### src/hw/rtl/bcm_pkg.sv
// ----------------------------------------------------------------------------
// LED dimmer package
// Opcodes, register indexes, reset values and the tick pattern function.
// ----------------------------------------------------------------------------
`default_nettype none

package bcm_pkg;

    localparam int unsigned DATA_W        = 8;
    localparam int unsigned TARGET_W      = 10;
    localparam int unsigned CFG_ADDR_W    = 1;
    localparam int unsigned BIT_DEPTH_DEF = 5;
    localparam int unsigned NUM_CH        = 8;

    localparam logic [DATA_W-1:0] STEP_SIZE_RST  = 8'd4;
    localparam logic [DATA_W-1:0] MAX_BRIGHT_RST = 8'd255;
    localparam logic [5:0]        CH_FULL        = 6'd63;

    typedef enum logic [1:0] {
        OP_TICK = 2'd0,
        OP_UP   = 2'd1,
        OP_DOWN = 2'd2,
        OP_SET  = 2'd3
    } opcode_t;

    localparam logic [CFG_ADDR_W-1:0] REG_STEP_SIZE  = 1'b0;
    localparam logic [CFG_ADDR_W-1:0] REG_MAX_BRIGHT = 1'b1;

    // Level of one 6-bit channel; seg selects which quarter of the lamp range it covers.
    function automatic logic [5:0] chan_level(input logic [7:0] lvl, input logic [1:0] seg);
        logic [5:0] res;
        if (lvl[7:6] < seg) begin
            res = 6'd0;
        end else if (lvl[7:6] > seg) begin
            res = CH_FULL;
        end else begin
            res = lvl[5:0];
        end
        return res;
    endfunction

    // Channels 0..3 sit on bits 0..3, mirrored on bits 7..4; channel 3 fills first.
    function automatic logic [NUM_CH-1:0] tick_pattern(input logic [7:0] lvl,
                                                       input logic [2:0] pos);
        logic [NUM_CH-1:0] pat;
        logic [1:0]        ch;
        logic [5:0]        lv;
        pat = '0;
        for (int c = 0; c < NUM_CH; c++) begin
            ch     = (c < 4) ? 2'(c) : 2'(7 - c);
            lv     = chan_level(lvl, 2'(3) - ch);
            pat[c] = |((lv >> pos) & 6'd1);
        end
        return pat;
    endfunction

endpackage

`default_nettype wire

### src/hw/rtl/bcm_led_dimmer_core.sv
// ----------------------------------------------------------------------------
// Bit angle modulation LED dimmer core
// Lamp level control and per-weight channel pattern generation.
// ----------------------------------------------------------------------------
// Usage:
//   Input words (s_opcode, s_target_level) arrive on a valid/ready channel.
//   Each word yields exactly one result word (m_pattern, m_next_period,
//   m_level) on a valid/ready channel. A tick returns the pattern for the
//   current bit weight and the timer compare value for the next tick; step
//   up, step down and set return zero pattern and period plus the new level.
//   step_size and max_brightness are written through cfg_we/cfg_addr/cfg_wdata;
//   write them only while the core is idle, as the core does not enforce it.
// Timing:
//   Two register stages (input word, result word): an accepted word moves
//   from the input stage into the result stage and onto m_valid. One word
//   per cycle is sustained while m_ready stays high; the lamp level and bit
//   position update as a word moves into the result stage.
// Reset and stall:
//   Reset clears the level, bit position and both stages and restores the
//   register defaults. While m_ready is low the result holds, the input stage
//   takes one more word, and then s_ready drops until the result is taken.
// ----------------------------------------------------------------------------
`default_nettype none

module bcm_led_dimmer_core #(
    parameter int unsigned BIT_DEPTH = bcm_pkg::BIT_DEPTH_DEF
) (
    input  wire  logic                                    aclk,
    input  wire  logic                                    aresetn,
    input  wire  logic                                    cfg_we,
    input  wire  logic [bcm_pkg::CFG_ADDR_W-1:0]          cfg_addr,
    input  wire  logic [bcm_pkg::DATA_W-1:0]              cfg_wdata,
    input  wire  logic                                    s_valid,
    output logic                                          s_ready,
    input  wire  bcm_pkg::opcode_t                        s_opcode,
    input  wire  logic signed [bcm_pkg::TARGET_W-1:0]     s_target_level,
    output logic                                          m_valid,
    input  wire  logic                                    m_ready,
    output logic [bcm_pkg::NUM_CH-1:0]                    m_pattern,
    output logic [bcm_pkg::DATA_W-1:0]                    m_next_period,
    output logic [bcm_pkg::DATA_W-1:0]                    m_level
);
    import bcm_pkg::*;

    localparam int unsigned POS_W = $clog2(BIT_DEPTH + 1);
    localparam logic [POS_W-1:0] POS_LAST = POS_W'(BIT_DEPTH);

    // Configuration and state
    logic [DATA_W-1:0] step_size_reg;
    logic [DATA_W-1:0] max_bright_reg;
    logic [DATA_W-1:0] lamp_level_reg;
    logic [DATA_W-1:0] lamp_level_next;
    logic [POS_W-1:0]  bit_pos_reg;
    logic [POS_W-1:0]  bit_pos_next;

    // Input stage
    logic                             in_valid_reg;
    opcode_t                          in_op_reg;
    logic signed [TARGET_W-1:0]       in_target_reg;

    // Result stage
    logic                out_valid_reg;
    logic [NUM_CH-1:0]   pattern_reg;
    logic [NUM_CH-1:0]   pattern_next;
    logic [DATA_W-1:0]   period_reg;
    logic [DATA_W-1:0]   period_next;

    logic advance;
    logic fire;

    logic [DATA_W:0]            up_sum;
    logic [DATA_W-1:0]          up_level;
    logic [DATA_W-1:0]          down_level;
    logic [DATA_W-1:0]          set_level;
    logic signed [TARGET_W-1:0] max_ext;

    assign advance = !out_valid_reg || m_ready;
    assign fire    = in_valid_reg && advance;
    assign s_ready = !in_valid_reg || advance;

    assign m_valid       = out_valid_reg;
    assign m_pattern     = pattern_reg;
    assign m_next_period = period_reg;
    assign m_level       = lamp_level_reg;

    // Level arithmetic
    assign up_sum     = {1'b0, lamp_level_reg} + {1'b0, step_size_reg};
    assign up_level   = (up_sum <= {1'b0, max_bright_reg}) ? up_sum[DATA_W-1:0]
                                                           : max_bright_reg;
    assign down_level = (lamp_level_reg >= step_size_reg) ? (lamp_level_reg - step_size_reg)
                                                          : '0;
    assign max_ext    = signed'({{(TARGET_W-DATA_W){1'b0}}, max_bright_reg});

    always_comb begin
        if (in_target_reg > max_ext) begin
            set_level = max_bright_reg;
        end else if (in_target_reg[TARGET_W-1]) begin
            set_level = '0;
        end else begin
            set_level = in_target_reg[DATA_W-1:0];
        end
    end

    always_comb begin
        lamp_level_next = lamp_level_reg;
        bit_pos_next    = bit_pos_reg;
        pattern_next    = '0;
        period_next     = '0;
        unique case (in_op_reg)
            OP_TICK: begin
                pattern_next = tick_pattern(lamp_level_reg, 3'(bit_pos_reg));
                if (bit_pos_reg == POS_LAST) begin
                    bit_pos_next = '0;
                    period_next  = DATA_W'(2);
                end else begin
                    bit_pos_next = bit_pos_reg + POS_W'(1);
                    period_next  = DATA_W'(1) << bit_pos_reg;
                end
            end
            OP_UP: begin
                lamp_level_next = up_level;
            end
            OP_DOWN: begin
                lamp_level_next = down_level;
            end
            OP_SET: begin
                lamp_level_next = set_level;
            end
        endcase
    end

    always_ff @(posedge aclk) begin
        if (!aresetn) begin
            step_size_reg  <= STEP_SIZE_RST;
            max_bright_reg <= MAX_BRIGHT_RST;
        end else if (cfg_we) begin
            unique case (cfg_addr)
                REG_STEP_SIZE:  step_size_reg  <= cfg_wdata;
                REG_MAX_BRIGHT: max_bright_reg <= cfg_wdata;
            endcase
        end
    end

    always_ff @(posedge aclk) begin
        if (!aresetn) begin
            in_valid_reg   <= 1'b0;
            out_valid_reg  <= 1'b0;
            lamp_level_reg <= '0;
            bit_pos_reg    <= '0;
        end else begin
            if (s_ready) begin
                in_valid_reg <= s_valid;
            end
            if (advance) begin
                out_valid_reg <= in_valid_reg;
            end
            if (fire) begin
                lamp_level_reg <= lamp_level_next;
                bit_pos_reg    <= bit_pos_next;
            end
        end
    end

    always_ff @(posedge aclk) begin
        if (s_valid && s_ready) begin
            in_op_reg     <= s_opcode;
            in_target_reg <= s_target_level;
        end
        if (fire) begin
            pattern_reg <= pattern_next;
            period_reg  <= period_next;
        end
    end

endmodule

`default_nettype wire

### config.mk
export PLATFORM = sky130hd
export DESIGN_NAME = bcm_led_dimmer_core
export DESIGN_NICKNAME = d
export VERILOG_FILES = /design/src/hw/rtl/bcm_pkg.sv /design/src/hw/rtl/bcm_led_dimmer_core.sv
export SDC_FILE = /design/constraint.sdc
export NUM_CORES = 1
export LEC_CHECK = 0
export BUFFER_PORTS_ARGS = -buffer_cell sky130_fd_sc_hd__clkbuf_2
export CAP_MARGIN = 0
export CORE_UTILIZATION = 53
export DETAILED_ROUTE_END_ITERATION = 16
export GPL_TIMING_DRIVEN = 0
export HOLD_SLACK_MARGIN = 0.12
export PLACE_DENSITY_LB_ADDON = 0.05
export SYNTH_ARGS = -nofsm -noshare
export SYNTH_HDL_FRONTEND = slang
export SYNTH_SLANG_ARGS = --single-unit
### constraint.sdc
create_clock -name aclk -period 6.47 [get_ports aclk]
set_input_delay 0 -clock aclk [delete_from_list [all_inputs] [get_ports aclk]]
set_output_delay 0 -clock aclk [all_outputs]
set_load 0.01 [all_outputs]
==> results by group, run 1 <==
Clock tree
  – Clk root buf: clkbuf_8
  – Post-CTS setup buffer count: 0
  – CTS Buf Count: 5
  – Clock sink count: 53
  – Worst-path clk slew: 0.10 ns
  – CTS tree: yes
  – H-tree depth: 2
  – Clock latency at the later pin of the worst-skew pair: 0.31 ns
  – Deepest clock path buffer count: 2

Timing
  – Minimum clock period: 3.81 ns
  – Unrepaired setup endpoints after global routing: no
  – Aggregate negative setup slack: 0 ns
  – Final worst-path cycle share: 58.9%
  – Count of pins over their slew limit: 0
  – Max Freq: 263 MHz
  – Relative slew slack: 14.3%
  – Fin. Hold Viols: 0
  – Final setup viols: 0
  – Measured slew at the worst slew-check pin: 1.28 ns
  – Worst Skew: 0.00637 ns

Setup path
  – Worst Setup SP: m_level[1]
  – CP required: 6.67 ns
  – Crit start category: flip-flop
  – Worst setup path class: flip-flop to flip-flop
  – CP Max Fanout: 9
  – R2r setup slk: 2.66 ns
  – Worst EP arrival: 4.01 ns
  – Setup crit end: m_level[0]
  – Worst R2R Start: m_level[1]
  – CP endpoint kind: flip-flop
  – Worst flop-to-flop path endpoint: m_level[0]
  – R2R cell count: 16

Routing
  – Vias per cell: 5.65
  – Wirelength per Cell: 15.6 um
  – Drt pass-1 iters: 5
  – DR iter-0 viols: 242
  – Via count: 3009
  – Drt drc: 0
  – Post-DRT Antenna Nets: 0
  – WL final: 8310 um

Power
  – Clock share of power: 24.3%
  – Internal Power: 541 uW
  – Sw Ratio: 31.8%
  – Peak VDD IR: 0.145 mV
  – Proportion of power drawn by combinational gates: 26.9%
  – NetSw: 252 uW
  – Pwr/cell area: 193 nW/um^2
  – Sequential power share: 48.8%
  – Lkg Pwr: 1.79 nW

GRT
  – Largest net degree at the start of global routing: 18
  – GR Overflow Total: 0
  – First-pass GRT wire length: 13200 um
  – Initial antenna violation count: 0
  – Total GRT Usage: 26.2%
  – Vias in the first global route: 2760

Floorplan
  – IO Pins: 52
  – Initial Util: 56.5%
  – # rows: 28
  – Die Ht: 82.6 um
  – Die X: 82.6 um
  – Core area: 6100 sq um
  – Die area: 6820 sq um

Synth
  – Syn avg cell area: 9.15 sq um
  – Yosys reg bits: 53
  – Post-Syn Instances: 376
  – YS warnings: 0
  – EDFF count, synth: 24
  – Syn_nets: 436
  – Post-Syn Area: 3440 sq um
  – Register area share after synthesis: 37.8%
  – Synth async-reset ratio: 0%
  – Post-synthesis cell type count: 65
  – Primary FF master, synth: dfxtp_1

Final layout
  – Finished Layout Cells: 533
  – Area grow syn2layout: 19.5%
  – Antenna diodes: 0
  – Layout Utilization: 67.5%
  – Commonest non-fill, non-tap cell in the layout: clkbuf_2
  – Max reg flops: 10
  – Nets@finish: 517
  – Share of post-route cells with drive strength above 1: 17.2%
  – Commonest non-fill, non-tap cells in the layout: 51 x clkbuf_2, 37 x inv_1, 33 x nand2_1

Placement
  – Placer Congestion: 0.938
  – IO buf count: 51
  – HPWL Detailed: 6380 um
  – Inst Count DP: 502

Run
  – Max cap viols: 0

Status
  – Status: complete, no violations

Hold path
  – Hold Crit Class: input port to flip-flop
==> cells by family (layout without fill, tap and decap cells) <==
kind of cell             after synthesis  after routing  share of synthesized area [%]
multiplexers                          10             10                           3.31
adder cells (fa/ha/maj)               34             34                           12.8
AND/OR/NAND/NOR                      117            117                           17.3
XOR/XNOR                              13             13                           3.31
AO/OA/AOI/OAI                         90             90                           18.0
flip-flops                            53             53                           37.8
buffers and inverters                 58            140                           7.38
other                                  1              1                          0.109
==> area by class of cell <==
class / instances / area (sq um)
flip-flops and latches: 53 / 1300
plain buffers: 21 / 115
inverters: 37 / 139
clock buffers: 5 / 68.8
repair buffers: 74 / 485
multi-input cells: 265 / 1890
well taps: 75 / 93.8
clock inverters: 3 / 22.5
fillers: 523 / 1980
==> worst min-delay path by stage <==
| stage | from | endpoint | slack [ns] | cells after the start |
|---|---|---|---|---|
| floorplan | s_opcode[0] | in_op_reg[0] | 0.1 | 0 |
| global placement | s_target_level[1] | in_target_reg[1] | 0.18 | 1 |
| detailed placement | s_target_level[0] | in_target_reg[0] | 0.18 | 1 |
| CTS | aresetn | m_level[5] | 0.17 | 4 |
| global route | aresetn | m_level[5] | 0.18 | 4 |
| finish | aresetn | m_level[5] | 0.19 | 4 |
==> critical path, stage by stage, from the launching register on <==
cell and delay, ns:
dfxtp_1 0.52, inv_1 0.12, fa_1 0.48, or2_1 0.28, a221oi_2 0.33, o21ai_0 0.14
nand2b_1 0.10, xnor2_1 0.11, ha_1 0.33, nand4_1 0.11, a21oi_1 0.15, nor4_1 0.07
o311a_1 0.30, buf_6 0.15, a21o_1 0.18, a221oi_2 0.23, a21oi_1 0.10
==> stage by stage <==
stage | worst slack, ns | power, mW | hold WS [ns] | area [sq um]
floorplan | 3.19 | 0.533 | 0.0989 | 3440
global placement | 2.81 | 0.589 | 0.176 | 3790
detailed placement | 2.71 | 0.593 | 0.179 | 3790
CTS | 2.69 | 0.793 | 0.170 | 4110
global route | 2.44 | 0.833 | 0.184 | 4110
finish | 2.66 | 0.793 | 0.185 | 4110
==> layer usage <==
layer  global-route usage, %  vias to the layer above  share of wire, %
met1                    34.3                     1428                46
met2                    44.6                       80                47
li1                        -                     1492                 -
met4                    6.55                        0               1.3
met3                    4.51                        9               5.4
met5                       0                        -                 0
==> synth_stat cells, types with 8 or more instances <==
| library cell | instances | share of area (%) |
|---|---|---|
| nand2_1 | 33 | 3.6 |
| o211ai_1 | 11 | 2.4 |
| nor2b_1 | 11 | 2.0 |
| nor2_1 | 26 | 2.8 |
| dfxtp_1 | 29 | 17 |
| mux2i_1 | 8 | 2.3 |
| edfxtp_1 | 24 | 21 |
| xnor2_1 | 8 | 2.0 |
| ha_1 | 32 | 12 |
| nand3_1 | 9 | 1.3 |
| clkbuf_1 | 11 | 1.2 |
| o21ai_0 | 16 | 2.3 |
| nand2b_1 | 9 | 1.6 |
| a21oi_1 | 24 | 3.5 |
| inv_1 | 37 | 4.0 |
==> timing repair <==
item / CTS / global route
hold buffers: 23 / 0
endpoints found under the setup margin: 0 / 0
gates resized for setup: 0 / 0
endpoints found under the hold margin: 30 / 0
==> power by group through the flow <==
stage	clock [mW]	sequential [mW]	combinational [mW]
after CTS	0.195	0.386	0.212
final	0.193	0.387	0.213
after global routing	0.208	0.390	0.236
after detailed placement	0	0.394	0.199
after global placement	0	0.394	0.196
after floorplan	0	0.393	0.141
No activity file was read; power rests on OpenSTA's default activity.
==> run 2, diff against run 1 <==
CORE_UTILIZATION = 52   (was 53)
clock period = 3.5 ns   (was 6.47 ns; I/O delays follow)
==> run 2 against run 1 <==
  * The run now ends with setup timing left
  * Worst setup slack lost 2.7 ns
  * Core utilization shrank 1.3 points
  * First-iteration DRC count shrank 24%
  * Die area grew 1.9%
  * Critical path depth grew 2
  * Hold slack gained 0.0050 ns
  * Register-to-register slack lost 2.7 ns
  * Global-route usage shrank 0.90 points
  * Non-clock buffer count grew 4
  * Clock power grew 120%
  * Combinational power grew 92%
  * Highest routed layer unchanged
==> results by group, run 2 (synthesis results as in run 1) <==
Setup path
  – Worst-path cell chain: ha_4 > inv_2 > fa_2 > or2_1 > a221oi_2 > o21ai_1 > nand2b_1 > xnor2_2 > ha_1 > nand4_1 > a21oi_1 > nor4_1 > o311a_1 > buf_6 > buf_6 > mux2i_1 > nor2_1 > o22a_1
  – Slowest stage cell, crit path: dfxtp_4
  – CP endpoint kind: flip-flop
  – Worst setup path class: flip-flop to flip-flop
  – Worst EP arrival: 3.71 ns (-0.30 ns)
  – Crit start category: flip-flop
  – Crit path top cell by count: buf_6
  – CP Max Fanout: 5 (-4)
  – CP required: 3.71 ns (-2.96 ns)
  – Worst path max stage delay: 0.39 ns (-0.13 ns)

Floorplan
  – IO Pins: 52 (unchanged)
  – Die area: 6950 sq um (+1.9%)
  – Die X: 83.4 um (+0.93%)
  – Core area: 6390 sq um (+4.8%)
  – # rows: 29 (+3.6%)
  – Die Ht: 83.4 um (+0.93%)
  – Initial Util: 53.9% (-2.6 points)

Timing
  – Count of pins over their slew limit: 0 (unchanged)
  – Measured slew at the worst slew-check pin: 1.32 ns (+0.0394 ns)
  – Aggregate negative setup slack: -0.00171 ns (-0.00171 ns)
  – Fin. Hold Viols: 0 (unchanged)
  – Relative slew slack: 11.7% (-2.6 points)
  – WHS: 0.190 ns (+0.00503 ns)
  – Minimum clock period: 3.50 ns (-0.307 ns)
  – Post-route setup slack: -0.00171 ns (-2.66 ns)
  – Final setup viols: 1 (+1)
  – Max Freq: 286 MHz (+8.8%)
  – Worst Skew: 0.00255 ns (-0.00381 ns)
  – Final worst-path cycle share: 100% (+41 points)
  – Unrepaired setup endpoints after global routing: yes

Power
  – Peak VDD IR: 0.241 mV (+66%)
  – Lkg Pwr: 1.84 nW (+2.9%)
  – Internal Power: 1.08 mW (+100%)
  – Sw Ratio: 30.2% (-1.7 points)
  – Proportion of power drawn by combinational gates: 26.5% (-0.4 points)
  – Pwr/cell area: 366 nW/um^2 (+90%)
  – Sequential power share: 46.3% (-2.5 points)
  – NetSw: 466 uW (+84%)
  – Final total power: 1.54 mW (+95%)
  – Clock share of power: 27.2% (+2.9 points)

Hold path
  – Hold Crit Class: input port to flip-flop

GRT
  – Vias in the first global route: 2881 (+4.4%)
  – Initial antenna violation count: 0 (unchanged)
  – First-pass GRT wire length: 14000 um (+6.3%)
  – Total GRT Usage: 25.3% (-0.90 points)
  – GR Overflow Total: 0 (unchanged)
  – Largest net degree at the start of global routing: 18 (unchanged)

Routing
  – Wirelength per Cell: 15.7 um (+0.61%)
  – DR iter-0 viols: 185 (-24%)
  – Via count: 3044 (+1.2%)
  – Vias per cell: 5.65 (about the same)
  – Drt drc: 0 (unchanged)
  – Drt pass-1 iters: 5 (unchanged)
  – Post-DRT Antenna Nets: 0 (unchanged)
  – WL final: 8450 um (+1.7%)

Final layout
  – Share of post-route cells with drive strength above 1: 19.9% (+2.7 points)
  – Nets@finish: 521 (+0.77%)
  – Antenna diodes: 0 (unchanged)
  – Commonest non-fill, non-tap cells in the layout: 51 x clkbuf_2, 36 x inv_1, 33 x nand2_1
  – Area grow syn2layout: 22.7%
  – Max reg flops: 10 (unchanged)
  – Layout Utilization: 66.1% (-1.3 points)
  – Commonest non-fill, non-tap cell in the layout: clkbuf_2
  – Fill cells: 523 (unchanged)
  – Finished Layout Cells: 539 (+1.1%)

Status
  – Status: finished with violations
  – Failing checks: setup timing

Clock tree
  – Worst-path clk slew: 0.09 ns (about the same)
  – CTS tree: yes
  – Clk root buf: clkbuf_8
  – H-tree depth: 2 (unchanged)
  – Clock sink count: 53 (unchanged)
  – Clock latency at the later pin of the worst-skew pair: 0.31 ns (about the same)
  – Deepest clock path buffer count: 2 (unchanged)
  – CTS Buf Count: 5 (unchanged)

Placement
  – HPWL Detailed: 6340 um (-0.64%)
  – Inst Count DP: 504 (+0.40%)
  – Placer Congestion: 0.912 (-2.8%)
  – IO buf count: 51 (unchanged)

Run
  – Max cap viols: 0 (unchanged)
## run 2: metrics by stage
step                area, sq um  worst slack [ns]
floorplan                  3440             0.217
global placement           3790            -0.129
detailed placement         3790            -0.175
CTS                        4150           0.00562
global route               4220            -0.145
finish                     4220          -0.00171
## run 2: critical path: cells and delay by family, from the launching register on
family          cells  cell delay, ns
flops               1            0.39
simple gates        5            0.83
xor+xnor            1            0.16
compound gates      5            0.84
fa+ha+maj           3            0.75
buf+inv             3            0.25
mux                 1            0.18
## run 2: cell type report
type | instances | area, sq um | area share (%)
clock inverter | 2 | 38.8 | 0.919
multi-input combinational | 265 | 1930 | 45.7
timing repair buffer | 78 | 523 | 12.4
inverter | 37 | 139 | 3.29
clock buffer | 6 | 72.6 | 1.72
tap | 77 | 96.3 | 2.28
sequential | 53 | 1310 | 31.0
buffer | 21 | 115 | 2.73
## run 2: worst paths after layout
check                                      start                to  slack, ns  cells after the start
worst max-delay path                  m_level[0]        m_level[2]     -0.002                     18
worst min-delay path                     aresetn        m_level[5]       0.19                      4
worst max register to register        m_level[0]        m_level[2]     -0.002                     18
worst min register to register  step_size_reg[3]  step_size_reg[3]       0.48                      2
## run 2: layer usage
metal | up-vias | global-route usage (%) | part of all wire (%)
li1 | 1503 | - | -
met5 | - | 0 | 0
met4 | 0 | 7.68 | 1.6
met2 | 103 | 41.4 | 48
met3 | 12 | 4.37 | 5.1
met1 | 1426 | 34.2 | 46
## run 2: repair_timing
action,CTS,global route
hold buffers,23,0
cloned,0,1
setup endpoints to repair,8,8
resized for setup,7,12
buffers inserted,0,3
pin swaps,3,10
hold endpoints to repair,30,0
## run 2: power groups by stage
stage                     logic [mW]  clock network [mW]  registers, mW
final                          0.409               0.420          0.715
after floorplan                0.260                   0          0.726
after detailed placement       0.369                   0          0.728
after global placement         0.363                   0          0.728
after CTS                      0.395               0.426          0.714
after global routing           0.451               0.451          0.721
